## src/rtl/core/bcp_pkg.sv

```systemverilog
// Shared types, constants and saturation helpers for the box collision push-out block.
// No dependencies; every other file in rtl/core imports this package.
package bcp_pkg;

  localparam int CW    = 32;
  localparam int HW    = CW - 1;
  localparam int AW    = CW + 1;
  localparam int SW    = CW + 2;
  localparam int SQ_W  = 2 * CW;
  localparam int ROOT_W = CW;
  localparam int NUM_W = 2 * CW - 1;
  localparam int Q_W   = CW;

  localparam int SQ_STAGES  = ROOT_W;
  localparam int DIV_STAGES = Q_W;
  localparam int I_SQ   = 1;
  localparam int I_PROD = I_SQ + SQ_STAGES + 1;
  localparam int I_NUM  = I_PROD + 1;
  localparam int I_OUT  = I_NUM + DIV_STAGES + 1;
  localparam int LAT    = I_OUT + 1;

  localparam int FIFO_DEPTH = 4;
  localparam int FIFO_AW    = 2;

  localparam int CFG_IDX_W = 3;
  localparam logic [CFG_IDX_W-1:0] CFG_CENTER_X = 3'd0;
  localparam logic [CFG_IDX_W-1:0] CFG_CENTER_Y = 3'd1;
  localparam logic [CFG_IDX_W-1:0] CFG_CENTER_Z = 3'd2;
  localparam logic [CFG_IDX_W-1:0] CFG_HALF_X   = 3'd3;
  localparam logic [CFG_IDX_W-1:0] CFG_HALF_Y   = 3'd4;
  localparam logic [CFG_IDX_W-1:0] CFG_HALF_Z   = 3'd5;

  localparam logic REQ_BOX    = 1'b0;
  localparam logic REQ_SPHERE = 1'b1;

  localparam logic signed [SW-1:0] SAT_HI = {3'b000, {(CW-1){1'b1}}};
  localparam logic signed [SW-1:0] SAT_LO = {3'b111, {(CW-1){1'b0}}};
  localparam logic [AW-1:0] SHIFT_LIM = {2'b01, {(CW-1){1'b0}}};

  typedef struct packed {
    logic [2:0][CW-1:0] center;
    logic [2:0][HW-1:0] half;
  } cfg_t;

  typedef struct packed {
    logic               kind;
    logic [2:0][CW-1:0] center;
    logic [2:0][HW-1:0] half;
    logic [HW-1:0]      radius;
  } req_t;

  // Classified item handed from front to back.
  typedef struct packed {
    logic               direct;
    logic               hit;
    logic               flag;
    logic [2:0]         neg;
    logic [2:0][CW-1:0] pos;
    logic [2:0][CW-1:0] a_s;
    logic [HW-1:0]      r;
    logic [HW-1:0]      rs;
    logic               m_gt_r;
  } item_t;

  function automatic logic [CW-1:0] sat_val(input logic signed [SW-1:0] x);
    if (x > SAT_HI) return {1'b0, {HW{1'b1}}};
    else if (x < SAT_LO) return {1'b1, {HW{1'b0}}};
    else return x[CW-1:0];
  endfunction

  function automatic logic sat_ovf(input logic signed [SW-1:0] x);
    return (x > SAT_HI) || (x < SAT_LO);
  endfunction

endpackage

```

## src/rtl/core/bcp_fifo.sv

```systemverilog
// Short queue of classified items between front and back end.
// Depends on bcp_pkg.
module bcp_fifo (
  input  logic           clk_i,
  input  logic           rst_ni,
  input  logic           push_i,
  input  bcp_pkg::item_t data_i,
  output logic           full_o,
  input  logic           pop_i,
  output logic           empty_o,
  output bcp_pkg::item_t data_o
);
  import bcp_pkg::*;

  item_t              mem [FIFO_DEPTH];
  logic [FIFO_AW-1:0] wr_q, rd_q;
  logic [FIFO_AW:0]   cnt_q;
  logic               do_push, do_pop;

  assign full_o  = cnt_q == (FIFO_AW+1)'(FIFO_DEPTH);
  assign empty_o = cnt_q == '0;
  assign do_push = push_i && !full_o;
  assign do_pop  = pop_i && !empty_o;
  assign data_o  = mem[rd_q];

  always_ff @(posedge clk_i) begin
    if (do_push) begin
      mem[wr_q] <= data_i;
    end
  end

  always_ff @(posedge clk_i or negedge rst_ni) begin
    if (!rst_ni) begin
      wr_q  <= '0;
      rd_q  <= '0;
      cnt_q <= '0;
    end else begin
      if (do_push) wr_q <= wr_q + 1'b1;
      if (do_pop) rd_q <= rd_q + 1'b1;
      if (do_push && !do_pop) cnt_q <= cnt_q + 1'b1;
      else if (do_pop && !do_push) cnt_q <= cnt_q - 1'b1;
    end
  end

endmodule

```

## config.mk

```make
export PLATFORM = sky130hd
export DESIGN_NAME = bcp_fifo
export DESIGN_NICKNAME = d
export VERILOG_FILES = /design/src/rtl/core/bcp_pkg.sv /design/src/rtl/core/bcp_fifo.sv
export SDC_FILE = /design/constraint.sdc
export NUM_CORES = 1
export LEC_CHECK = 0
export BUFFER_PORTS_ARGS = -buffer_cell sky130_fd_sc_hd__buf_2
export CAP_MARGIN = 20
export CORE_MARGIN = 2
export CORE_UTILIZATION = 61
export DETAILED_ROUTE_END_ITERATION = 10
export GPL_ROUTABILITY_DRIVEN = 0
export MAX_ROUTING_LAYER = met4
export PLACE_DENSITY = 0.86
export SKIP_CTS_REPAIR_TIMING = 1
export SYNTH_ARGS = -nofsm -noshare
export SYNTH_HDL_FRONTEND = slang
export SYNTH_SLANG_ARGS = --single-unit
```

## constraint.sdc

```tcl
create_clock -name clk_i -period 21.7 [get_ports clk_i]
set_input_delay 2.17 -clock clk_i [delete_from_list [all_inputs] [get_ports clk_i]]
set_output_delay 2.17 -clock clk_i [all_outputs]
set_load 0.01 [all_outputs]
```

## After elaboration in Yosys (flattened, before gate mapping)

Memories as Yosys holds them, arrays and structs flattened.
Index checks and enable logic that the tools add are counted.

- Flip-flop bits (word level): 7
- RAM bits: 1044
- Output and inout bits: 263
- Word-level logic and storage cells: 23
- Memories: 1

Memories:

| name | depth | bits a word | read ports | clocked after memory_dff | wr ports | line | RTL |
|---|---|---|---|---|---|---|---|
| mem | 4 | 261 | 1 | 0 | 1 | bcp_fifo.sv:15 | `item_t mem [FIFO_DEPTH];` |

- Add/subtract/negate cells: 4
- Equal/unequal tests: 1
- Muxes and demuxes: 4
- Reduce and logical (&&, ||, !) cells: 10

Operators with widths:

| cell | count |
|---|---|
| $mux 3 | 2 |
| $add 2x1->2 const B | 2 |
| $logic_and 1x1->1 | 4 |
| $logic_not 1->1 | 4 |
| $add 3x1->3 const B | 1 |
| $eq 3x3->1 const B | 1 |
| $logic_not 3->1 | 1 |
| $sub 3x1->3 const B | 1 |
| $mux 1 | 2 |
| $reduce_bool 2->1 | 1 |

## Depth between registers and ports, before layout

- Depth after elaboration: 7
- Mapped depth: 9
- Mapped depth without buffers: 8

## Worst setup path after synthesis

OpenSTA, ideal clock, no wires.

- Path kind: input port to flip-flop
- From: input push_i
- To: memory mem[0][0] in the netlist's numbering, enable pin
- Arrival time: 8469 ps
- Data required time: 21045 ps
- Path slack: 12576 ps
- Cell stages on the path: 3
- Buffers on the path: 1
- Cells stage by stage: nor2b_1 clkbuf_1 and2_1

- Longest elaborated chain between the ends: 3

RTL lines:

| element | line | RTL |
|---|---|---|
| start: declaration | bcp_fifo.sv:6 | `input logic push_i,` |
| $logic_and 1x1->1 | bcp_fifo.sv:22 | `assign do_push = push_i && !full_o;` |
| named net do_push | bcp_fifo.sv:18 | `logic do_push, do_pop;` |
| $mux 1 | bcp_fifo.sv:27 | `if (do_push) begin` |
| $mux 1 (not written as such) | bcp_fifo.sv:28 | `mem[wr_q] <= data_i;` |
| end: declaration | bcp_fifo.sv:15 |  |

The timed path passes the listed nets, and every way through them passes these cells.

==> metrics.md <==
| Metric | Value |
|---|---|
| DP Area | `41520 um2` |
| Commonest cells after routing, fill and taps aside | `1044 x edfxtp_1, 527 x buf_2, 261 x mux4_2` |
| Clock Tree Root | `clkbuf_16` |
| Tmin final | `7131 ps` |
| DRC errors left | `0` |
| Slew margin rel. | `26.61%` |
| CTS sink cnt | `1051` |
| Post-DR wirelength/cell | `29.56 um` |
| Row cnt | `91` |
| Clock transition at path regs | `60 ps` |
| Core Region | `61710 um2` |
| Global-route wire length before repair | `124800 um` |
| Syn_area_per_cell | `27.17 um2` |
| Share of the synthesized area in the top cell type | `82.48%` |
| H-tree Lvls | `3` |
| Period Utilization, post-route | `32.86%` |
| Detail Route Antenna Nets | `0` |
| DR vias/cell | `6.056` |
| Initial drt markers | `1806` |
| Area grow syn2layout | `17.80%` |
| First-pass DRT Iterations | `5` |
| Die footprint | `64330 um2` |
| Flops & latches, synth | `1051` |
| Status | `completed` |
| Most common cell after layout, fill and taps aside | `edfxtp_1` |
| Die Span X | `253.6 um` |
| Share of cells above drive strength 1 | `46.30%` |
| WL final | `86610 um` |
| Cell Area, Synth | `38010 um2` |
| Final setup vio count | `0` |
| Clock Latency Late Sink | `650 ps` |
| Post-Route Skew | `27.27 ps` |
| Setup TNS | `0 ps` |
| Design area | `44780 um2` |
| Peak supply drop | `130.6 uV` |
| Synth top area cells | `edfxtp_1 82%, mux4_2 15%, dfrtp_1 0.46%` |
| Clk buf depth | `3` |
| Post-Place Cells | `2725` |
| Hold Vio Cnt, Final | `0` |
| Pin count of the biggest net entering global routing | `133` |
| Crit path DAT | `4960 ps` |
| Mapped Nets | `1670` |
| Max Transition Viols Final | `0` |
| Hold Slack | `536.7 ps` |
| Total CTS buffers | `98` |
| GR Overflow Total | `0` |
| Cell variety after synth | `22` |
| Max cap viols | `0` |
| GRT Util Overall | `27.81%` |
| TritonCTS clock tree | `built` |
| Initial antenna violation count | `23` |
| Slew @ Worst Pin | `1101 ps` |
| Initial Utilization | `61.59%` |
| Top Ports | `528` |
| Synthesized instance count | `1399` |
| P_leak | `15.18 nW` |
| Worst Path Max Fanout | `50` |
| Synth area leader | `edfxtp_1` |
| Vias in the first global route | `19060` |
| Sequential area share after synthesis | `82.94%` |
| RSZ-0062 raised after global routing | `false` |
| Ys Warns | `0` |
| Port bufs | `527` |
| NumNets Final | `2259` |
| Achievable Freq | `140.2 MHz` |
| Pwr dens | `141.7 nW/um2` |
| HP Class | `flip-flop to flip-flop` |
| Critical path startpoint category | `flip-flop` |
| CP Class | `flip-flop to output port` |
| Die Span Y | `253.6 um` |
| Finished Layout Cells | `2930` |
| CP Capture Type | `output port` |
| Crit path required time | `19530 ps` |
| Dpl hpwl | `48590 um` |
| Via count | `17740` |
==> cells by family after synthesis <==
| kind of cell | after synthesis | synth area share (%) |
|---|---|---|
| xor+xnor | 6 | 0.1383 |
| fa+ha+maj | 6 | 0.2173 |
| buf+inv | 63 | 1.030 |
| flops | 1051 | 82.94 |
| mux | 263 | 15.52 |
| simple gates | 10 | 0.1514 |
==> where the power goes <==
group / internal (mW) / leakage (nW) / switching [mW] / total [mW]
registers: 2.69 / 9.64 / 0.158 / 2.85
logic: 0.776 / 3.98 / 1.02 / 1.80
clock network: 0.982 / 1.56 / 0.718 / 1.70
total: 4.45 / 15.2 / 1.90 / 6.34
==> cells in the mapped netlist <==
cell type / count
nor3b_1: 1
xnor2_1: 4
edfxtp_1: 1044
and2_1: 4
fa_1: 1
nand2_1: 1
buf_1: 3
dfrtp_1: 7
buf_2: 25
xor2_1: 2
or3_1: 1
mux2_2: 1
mux4_2: 261
clkbuf_1: 6
nor2_1: 1
nor2b_1: 1
mux2_1: 1
buf_4: 17
buf_6: 8
ha_1: 5
inv_1: 4
nand3_1: 1
==> path summary, 6_finish.rpt <==
path                               start     endpoint  slack (ps)  cells past startpoint
worst max-delay path             rd_q[0]  data_o[247]       14570                      5
worst min-delay path            cnt_q[2]     cnt_q[2]         540                      1
worst max register to register  cnt_q[2]   mem[2][36]       17710                      5
worst min register to register  cnt_q[2]     cnt_q[2]         540                      1
max in group asynchronous         rst_ni      rd_q[1]       20140                      1
min in group asynchronous         rst_ni     cnt_q[0]        1370                      1
==> per-stage QoR <==
stage / total power, mW / worst slack [ps] / utilization, %
global placement: 4.589 / 15050 / 67.28
floorplan: 4.064 / 12580 / -
global route: 6.558 / 14030 / 72.55
finish: 6.344 / 14570 / 72.56
detailed placement: 4.643 / 15080 / 67.28
CTS: 6.390 / 14350 / 72.45
==> layout make-up <==
cell class                 count  area [um2]
antenna                       26       65.06
clock buffer                 119        2552
clock inverter                60       640.6
fill                        3358       16940
inverter                       4       15.01
multi-input combinational    285        6103
sequential                  1051       31530
tap                          837        1047
timing repair buffer         548        2820
==> registers in the layout, indices dropped and copies added, names as in the netlist <==
name   count
cnt_q      3
mem     1044
rd_q       2
wr_q       2
==> worst max-delay path: stages, from the launching register on <==
cell     delay [ps]
dfrtp_4         920
buf_4           760
buf_4           910
buf_4           800
mux4_2          620
buf_2           170
==> routing by layer <==
layer  part of all wire (%)  up-vias  wire length, um  track usage (%)
li1                       -     7327                -                -
met1                     34     9265            29350            31.94
met2                     54      993            46570            47.36
met3                    9.2      158             7952            8.041
met4                    3.2        0             2740            9.277
met5                      0        -                0                -
No activity file was read; power rests on OpenSTA's default activity.
