File: src/rtl/core/bcp_pkg.sv
// Shared types, constants and saturation helpers for the box collision push-out block.
// No dependencies; every other file in rtl/core imports this package.
package bcp_pkg;

  localparam int CW    = 32;
  localparam int HW    = CW - 1;
  localparam int AW    = CW + 1;
  localparam int SW    = CW + 2;
  localparam int SQ_W  = 2 * CW;
  localparam int ROOT_W = CW;
  localparam int NUM_W = 2 * CW - 1;
  localparam int Q_W   = CW;

  localparam int SQ_STAGES  = ROOT_W;
  localparam int DIV_STAGES = Q_W;
  localparam int I_SQ   = 1;
  localparam int I_PROD = I_SQ + SQ_STAGES + 1;
  localparam int I_NUM  = I_PROD + 1;
  localparam int I_OUT  = I_NUM + DIV_STAGES + 1;
  localparam int LAT    = I_OUT + 1;

  localparam int FIFO_DEPTH = 4;
  localparam int FIFO_AW    = 2;

  localparam int CFG_IDX_W = 3;
  localparam logic [CFG_IDX_W-1:0] CFG_CENTER_X = 3'd0;
  localparam logic [CFG_IDX_W-1:0] CFG_CENTER_Y = 3'd1;
  localparam logic [CFG_IDX_W-1:0] CFG_CENTER_Z = 3'd2;
  localparam logic [CFG_IDX_W-1:0] CFG_HALF_X   = 3'd3;
  localparam logic [CFG_IDX_W-1:0] CFG_HALF_Y   = 3'd4;
  localparam logic [CFG_IDX_W-1:0] CFG_HALF_Z   = 3'd5;

  localparam logic REQ_BOX    = 1'b0;
  localparam logic REQ_SPHERE = 1'b1;

  localparam logic signed [SW-1:0] SAT_HI = {3'b000, {(CW-1){1'b1}}};
  localparam logic signed [SW-1:0] SAT_LO = {3'b111, {(CW-1){1'b0}}};
  localparam logic [AW-1:0] SHIFT_LIM = {2'b01, {(CW-1){1'b0}}};

  typedef struct packed {
    logic [2:0][CW-1:0] center;
    logic [2:0][HW-1:0] half;
  } cfg_t;

  typedef struct packed {
    logic               kind;
    logic [2:0][CW-1:0] center;
    logic [2:0][HW-1:0] half;
    logic [HW-1:0]      radius;
  } req_t;

  // Classified item handed from front to back.
  typedef struct packed {
    logic               direct;
    logic               hit;
    logic               flag;
    logic [2:0]         neg;
    logic [2:0][CW-1:0] pos;
    logic [2:0][CW-1:0] a_s;
    logic [HW-1:0]      r;
    logic [HW-1:0]      rs;
    logic               m_gt_r;
  } item_t;

  function automatic logic [CW-1:0] sat_val(input logic signed [SW-1:0] x);
    if (x > SAT_HI) return {1'b0, {HW{1'b1}}};
    else if (x < SAT_LO) return {1'b1, {HW{1'b0}}};
    else return x[CW-1:0];
  endfunction

  function automatic logic sat_ovf(input logic signed [SW-1:0] x);
    return (x > SAT_HI) || (x < SAT_LO);
  endfunction

endpackage

File: src/rtl/core/bcp_front.sv
// Front end: configuration registers, request intake and classification.
// Box results are finished here; sphere items get offsets for the back end. Depends on bcp_pkg.
module bcp_front (
  input  logic                            clk_i,
  input  logic                            rst_ni,
  input  logic                            cfg_we_i,
  input  logic [bcp_pkg::CFG_IDX_W-1:0]   cfg_idx_i,
  input  logic [bcp_pkg::CW-1:0]          cfg_data_i,
  input  logic                            push_i,
  output logic                            full_o,
  input  bcp_pkg::req_t                   req_i,
  output logic                            out_valid_o,
  input  logic                            out_ready_i,
  output bcp_pkg::item_t                  out_o
);
  import bcp_pkg::*;

  typedef struct packed {
    logic               sphere;
    logic [HW-1:0]      r;
    logic [2:0][CW-1:0] bc;
    logic [2:0][CW-1:0] oc;
    logic [2:0][AW-1:0] d;
    logic [2:0][HW-1:0] s;
    logic [2:0][CW-1:0] lo;
    logic [2:0][CW-1:0] hi;
    logic               fs;
    logic               fb;
  } stage_a_t;

  cfg_t     cfg_q;
  stage_a_t a_d, a_q;
  item_t    b_d, b_q;
  logic     va_q, vb_q, en;

  logic [CW-1:0] sumh [3];
  logic [SW-1:0] low [3], high [3];

  logic [AW-1:0] ab [3], as [3], dd [3];
  logic [CW-1:0] c [3];
  logic [SW-1:0] loc [3], bsum [3];
  logic [AW-1:0] far, m;
  logic          hit_b, fo, zero, sh;

  always_ff @(posedge clk_i or negedge rst_ni) begin
    if (!rst_ni) begin
      cfg_q <= '0;
    end else if (cfg_we_i) begin
      case (cfg_idx_i)
        CFG_CENTER_X: cfg_q.center[0] <= cfg_data_i;
        CFG_CENTER_Y: cfg_q.center[1] <= cfg_data_i;
        CFG_CENTER_Z: cfg_q.center[2] <= cfg_data_i;
        CFG_HALF_X:   cfg_q.half[0]   <= cfg_data_i[HW-1:0];
        CFG_HALF_Y:   cfg_q.half[1]   <= cfg_data_i[HW-1:0];
        CFG_HALF_Z:   cfg_q.half[2]   <= cfg_data_i[HW-1:0];
        default: ;
      endcase
    end
  end

  assign en     = !vb_q || out_ready_i;
  assign full_o = !en;

  always_comb begin
    a_d        = '0;
    a_d.sphere = (req_i.kind == REQ_SPHERE);
    a_d.r      = req_i.radius;
    for (int i = 0; i < 3; i++) begin
      a_d.oc[i] = req_i.center[i];
      a_d.bc[i] = cfg_q.center[i];
      a_d.d[i]  = {req_i.center[i][CW-1], req_i.center[i]}
                - {cfg_q.center[i][CW-1], cfg_q.center[i]};
      sumh[i]   = {1'b0, cfg_q.half[i]} + {1'b0, req_i.half[i]};
      a_d.s[i]  = sumh[i][CW-1] ? {HW{1'b1}} : sumh[i][HW-1:0];
      low[i]    = {{2{cfg_q.center[i][CW-1]}}, cfg_q.center[i]} - {3'b000, cfg_q.half[i]};
      high[i]   = {{2{cfg_q.center[i][CW-1]}}, cfg_q.center[i]} + {3'b000, cfg_q.half[i]};
      a_d.lo[i] = sat_val(low[i]);
      a_d.hi[i] = sat_val(high[i]);
      a_d.fs    = a_d.fs | sumh[i][CW-1];
      a_d.fb    = a_d.fb | sat_ovf(low[i]) | sat_ovf(high[i]);
    end
  end

  always_comb begin
    b_d   = '0;
    hit_b = 1'b1;
    fo    = 1'b0;
    far   = '0;
    m     = '0;
    for (int i = 0; i < 3; i++) begin
      ab[i] = a_q.d[i][AW-1] ? -a_q.d[i] : a_q.d[i];
      if (ab[i] > {2'b00, a_q.s[i]}) hit_b = 1'b0;
      if (ab[i] > far) far = ab[i];
      if ($signed(a_q.oc[i]) < $signed(a_q.lo[i])) c[i] = a_q.lo[i];
      else if ($signed(a_q.oc[i]) > $signed(a_q.hi[i])) c[i] = a_q.hi[i];
      else c[i] = a_q.oc[i];
      dd[i] = {a_q.oc[i][CW-1], a_q.oc[i]} - {c[i][CW-1], c[i]};
      as[i] = dd[i][AW-1] ? -dd[i] : dd[i];
      if (as[i] > m) m = as[i];
    end
    for (int i = 0; i < 3; i++) begin
      if (ab[i] <= {2'b00, a_q.s[i]} && ab[i] == far) begin
        if (a_q.d[i][AW-1]) loc[i] = -{3'b000, a_q.s[i]};
        else if (a_q.d[i] != '0) loc[i] = {3'b000, a_q.s[i]};
        else loc[i] = '0;
      end else begin
        loc[i] = {a_q.d[i][AW-1], a_q.d[i]};
      end
      bsum[i] = {{2{a_q.bc[i][CW-1]}}, a_q.bc[i]} + loc[i];
      fo      = fo | sat_ovf(bsum[i]);
    end
    zero       = (m == '0);
    sh         = m > SHIFT_LIM;
    b_d.direct = !a_q.sphere || zero;
    b_d.hit    = a_q.sphere ? 1'b1 : hit_b;
    b_d.flag   = a_q.sphere ? a_q.fb : (a_q.fs | fo);
    b_d.r      = a_q.r;
    b_d.rs     = sh ? {1'b0, a_q.r[HW-1:1]} : a_q.r;
    b_d.m_gt_r = m > {2'b00, a_q.r};
    for (int i = 0; i < 3; i++) begin
      b_d.pos[i] = a_q.sphere ? c[i] : sat_val(bsum[i]);
      b_d.neg[i] = dd[i][AW-1];
      b_d.a_s[i] = sh ? as[i][AW-1:1] : as[i][CW-1:0];
    end
  end

  always_ff @(posedge clk_i or negedge rst_ni) begin
    if (!rst_ni) begin
      va_q <= 1'b0;
      vb_q <= 1'b0;
    end else if (en) begin
      va_q <= push_i;
      vb_q <= va_q;
    end
  end

  always_ff @(posedge clk_i) begin
    if (en) begin
      a_q <= a_d;
      b_q <= b_d;
    end
  end

  assign out_valid_o = vb_q;
  assign out_o       = b_q;

endmodule

File: config.mk
export PLATFORM = sky130hd
export DESIGN_NAME = bcp_front
export DESIGN_NICKNAME = d
export VERILOG_FILES = /design/src/rtl/core/bcp_pkg.sv /design/src/rtl/core/bcp_front.sv
export SDC_FILE = /design/constraint.sdc
export NUM_CORES = 2
export LEC_CHECK = 0
export ABC_AREA = 1
export BUFFER_PORTS_ARGS = -buffer_cell sky130_fd_sc_hd__clkbuf_2
export CAP_MARGIN = 20
export CORE_MARGIN = 4
export CORE_UTILIZATION = 25
export DETAILED_ROUTE_END_ITERATION = 16
export GPL_TIMING_DRIVEN = 1
export SETUP_SLACK_MARGIN = 0.5
export SYNTH_ARGS = -nofsm -noshare
export SYNTH_HDL_FRONTEND = slang
export SYNTH_SLANG_ARGS = --single-unit
export TNS_END_PERCENT = 5
File: constraint.sdc
create_clock -name clk_i -period 23.8 [get_ports clk_i]
set_input_delay 4.76 -clock clk_i [delete_from_list [all_inputs] [get_ports clk_i]]
set_output_delay 4.76 -clock clk_i [all_outputs]
set_load 0.005 [all_outputs]
; ---- Word level (Yosys, flattened, before mapping)
; Cells that the tools add are included.
; Widths: inputs -> output; s select.
[totals]
input_bits = 261
wordCells = 205
register_bits = 1062
output_inout_bits = 263
[classes]
magnitude_cmp = 38
mux = 50
reduce_logical = 28
bitwise_logic = 10
n_eq_ne = 8
add_sub_neg = 27
[op_table]
columns = op, count
row1 = $mux 32, 24
row2 = $mux 33, 12
row3 = $sub 32x32->33, 9
row4 = $gt 33x32->1 const B, 7
row5 = $mux 34, 6
row6 = $lt 33x32->1 const B, 6
row7 = $neg 33->33, 6
row8 = $gt 33x31->1, 4
row9 = $gt 33x33->1, 4
row10 = $add 34x34->34, 3
row11 = $gt 34x32->1 const B, 3
row12 = $lt 34x32->1 const B, 3
row13 = $neg 31->34, 3
row14 = $add 32x32->33, 3
row15 = $eq 33x33->1, 3
row16 = $le 33x31->1, 3
row17 = $reduce_bool 33->1, 3
row18 = $add 31x31->32, 3
row19 = $gt 32x32->1, 3
row20 = $lt 32x32->1, 3
row21 = $mux 31, 3
row22 = $gt 33x1->1 const B, 2
row23 = $logic_not 33->1, 1
row24 = $mux 30, 1
row25 = 10 further kinds, 43

; ---- Depth between registers and ports, before layout
[logic_depth]
word_depth = 18
depth_mapped = 95
depth_no_buf = 89

; ---- Least setup slack after synthesis
; No wires, ideal clock.
[synth_path]
kind = input-to-reg
from = input port out_ready_i
to = register va_q
arrival_ns = 22.102
cell_stages = 3
setup_time_ns = 0.875
required_time_ns = 22.925
path_buffers = 0
slack_ns = 0.823
cell_sequence = nor2_1 inv_1 o21ai_0
[synth_between]
elab_chain_len = 1
[synth_lines]
columns = element, line_no
row1 = "start, declared", bcp_front.sv:13  ; input logic out_ready_i,
row2 = $logic_or 1x1->1, bcp_front.sv:61  ; assign en = !vb_q || out_ready_i;
row3 = "end signal, assigned", bcp_front.sv:132  ; va_q <= push_i;
row4 = "end, declared", bcp_front.sv:34  ; logic va_q, vb_q, en;
; No other way between the ends.
; A chain may end at the register's enable or synchronous reset.

==> results.sh <==
export IMPL_place_worst_setup_slack_ns=6.30
export IMPL_cts_tree="yes"
export IMPL_hold_class="reg -> reg"
export IMPL_async_flop_share=0.180
export IMPL_cp_required_ns=24.23
export IMPL_row_count=218
export IMPL_rsz0062_at_grt="no"
export IMPL_wire_per_inst_um=23.4
export IMPL_cpMostUsedCell="nand2_1"
export IMPL_first_pass_iters=7
export IMPL_cp_end_kind="register"
export IMPL_cp_slowest_stage_delay_ns=0.93
export IMPL_ctsResizeCount=0
export IMPL_worstMarginPinSlew_ns=1.18
export IMPL_synth_nets=12700
export IMPL_io_pin_count=524
export IMPL_wl_um=393000
export IMPL_synthFlopType="edfxtp_1"
export IMPL_cts_hold_buf=0
export IMPL_crit_arrival_ns=18.18
export IMPL_slowest_stage="a21oi_1"
export IMPL_start_util=0.251
export IMPL_syn_avg_cell_area_um2=7.77
export IMPL_design_area_um2=101000
export IMPL_drive_above_1_share=0.0840
export IMPL_grt_antenna_before_repair=85
export IMPL_synth_most_common_cell="nand2_1"
export IMPL_drcViolationCount=0
export IMPL_placed_area_um2=97100
export IMPL_slew_violations=0
export IMPL_tns_ns=0
export IMPL_finalSetupViolations=0
export IMPL_root_buffer="clkbuf_16"
export IMPL_fin_crit_sh=0.746
export IMPL_grtUsageTotal=0.207
export IMPL_grt_overflow=0
export IMPL_synth_area_leader_cell="edfxtp_1"
export IMPL_die_y_um=604
export IMPL_drtAntennaViolNets=0
export IMPL_clock_latency_ns=0.81
export IMPL_synth_edf_count=871
export IMPL_grt_pass1_vias=75700
export IMPL_clock_skew_ns=0.105
export IMPL_ys_seq_area_frac=0.349
export IMPL_post_cts_setup_buffers=0
export IMPL_grt_max_degree=161
export IMPL_period_needed_ns=17.75
export IMPL_clkTransAtPathRegs_ns=0.07
export IMPL_area_growth_pct=14.3
export IMPL_fin_nets=13200
export IMPL_critPathKind="reg -> reg"
export IMPL_fin_util=0.287
export IMPL_yosysTopAreaCellShare=0.295
export IMPL_maxCapViolations=0
export IMPL_start_kind="register"
export IMPL_core_area_um2=353000
export IMPL_nFillCells=38400
export IMPL_port_buffers=523
export IMPL_ys_ff_latch=1062
export IMPL_syn_instance_count=11400
export IMPL_drt_iter0_markers=8153
export IMPL_gp_congestion=0.982
export IMPL_synth_area_um2=88700
export IMPL_synthTopCellsByArea="edfxtp_1 30%, ha_1 14%, nand2_1 11%, inv_1 6.7%, a21oi_1 5.4%"
export IMPL_htree_levels=3
export IMPL_critPathMaxFanout=44
export IMPL_die_w_um=604
export IMPL_clock_tree_buffer_depth=3
export IMPL_dr_total_vias=81700
export IMPL_vias_per_cell=4.86
export IMPL_grt_pass1_wl_um=548000
export IMPL_synthTopCellsByCount="2544 x nand2_1, 1572 x inv_1, 1007 x ha_1"
export IMPL_clock_sinks=1062
export IMPL_hold_violations=0
export IMPL_status="completed"
export IMPL_hpwl_um=327000
export IMPL_relSlewSlack=0.213
export IMPL_synth_cell_type_count=71
export IMPL_yosysWarnings=0
export IMPL_setup_ws_ns=6.05
export IMPL_fmax_ghz=0.0563
export IMPL_numCtsBuffers=118
export IMPL_dieArea_um2=364000
critical path, delay by kind of cell (launching register included):
kind / cells / cell delay (ns)
adder cells (fa/ha/maj): 5 / 1.42
AND/OR/NAND/NOR: 32 / 4.81
AO/OA/AOI/OAI: 24 / 5.61
XOR/XNOR: 2 / 1.08
buffers and inverters: 15 / 3.77
flip-flops: 1 / 0.53
cell families after synthesis:
family	share of synthesized area
AOI/OAI and AO/OA	0.147
muxes	0.000254
xor gates and xnor gates	0.0619
DFF	0.349
adders and majority gates	0.146
buffers and inverters	0.0831
and+or+nand+nor	0.212
cell usage in the layout (no fill, tap or decap), types with 28 or more instances in the layout:
cell | Yosys | layout
a211oi_1 | 42 | 42
a21oi_1 | 959 | 958
a22oi_1 | 33 | 33
a31oi_1 | 33 | 31
buf_4 | 21 | 141
clkbuf_16 | 0 | 119
clkbuf_2 | 0 | 522
dfrtp_1 | 191 | 191
diode_2 | 0 | 83
edfxtp_1 | 871 | 871
ha_1 | 1007 | 1007
inv_1 | 1572 | 1571
nand2_1 | 2544 | 2539
nand2_2 | 24 | 29
nand3_1 | 678 | 674
nand3b_1 | 28 | 28
nand4_1 | 179 | 179
nor2_1 | 695 | 694
nor3_1 | 164 | 164
nor4_1 | 31 | 30
o211ai_1 | 109 | 109
o21a_1 | 33 | 33
o21ai_0 | 863 | 862
o21ai_1 | 39 | 39
o21bai_1 | 42 | 42
o31ai_1 | 55 | 55
or2_2 | 43 | 43
xnor2_1 | 156 | 154
xor2_1 | 469 | 467
worst paths after layout:
| check | slack (ns) | endpoint | depth (start not counted) | from |
|---|---|---|---|---|
| setup / recovery | 6.05 | out_o[208] | 78 | a_q[287] |
| hold / removal | 0.47 | out_valid_o | 2 | va_q |
| setup reg to reg | 6.05 | out_o[208] | 78 | a_q[287] |
| hold reg to reg | 0.47 | out_valid_o | 2 | va_q |
| max in group asynchronous | 18.60 | a_d[528] | 2 | rst_ni |
| min in group asynchronous | 3.91 | out_valid_o | 1 | rst_ni |
through the flow:
step	instances	hold slack, ns
detailed placement	16500	0.437
global placement	16500	0.432
floorplan	11400	0.420
finish	16800	0.466
global route	16800	0.484
CTS	16700	0.455
sequential cells by signal, indices dropped and copies added (netlist names):
register / flops
out_o: 261
va_q: 1
a_q: 610
cfg_q: 93
out_valid_o: 1
a_d: 96
per-layer routing:
metal | global-route usage | wire length (µm)
met1 | 0.276 | 169000
met4 | 0.126 | 28000
met2 | 0.318 | 169000
met3 | 0.0271 | 26900
met5 | 0 | 65
layout make-up:
class	instances	area, µm²	share of cell area
well taps	4730	5920	0.0584
inverters	1589	5970	0.0589
clock inverters	80	932	0.00920
flip-flops and latches	1062	30900	0.305
clock buffers	143	3120	0.0308
repair buffers	670	3790	0.0374
diodes	83	208	0.00205
multi-input cells	8458	50500	0.498
Power is left out: the tool's default activity adds up to more than one toggle a clock period on the data nets, which glitch-free logic cannot reach.
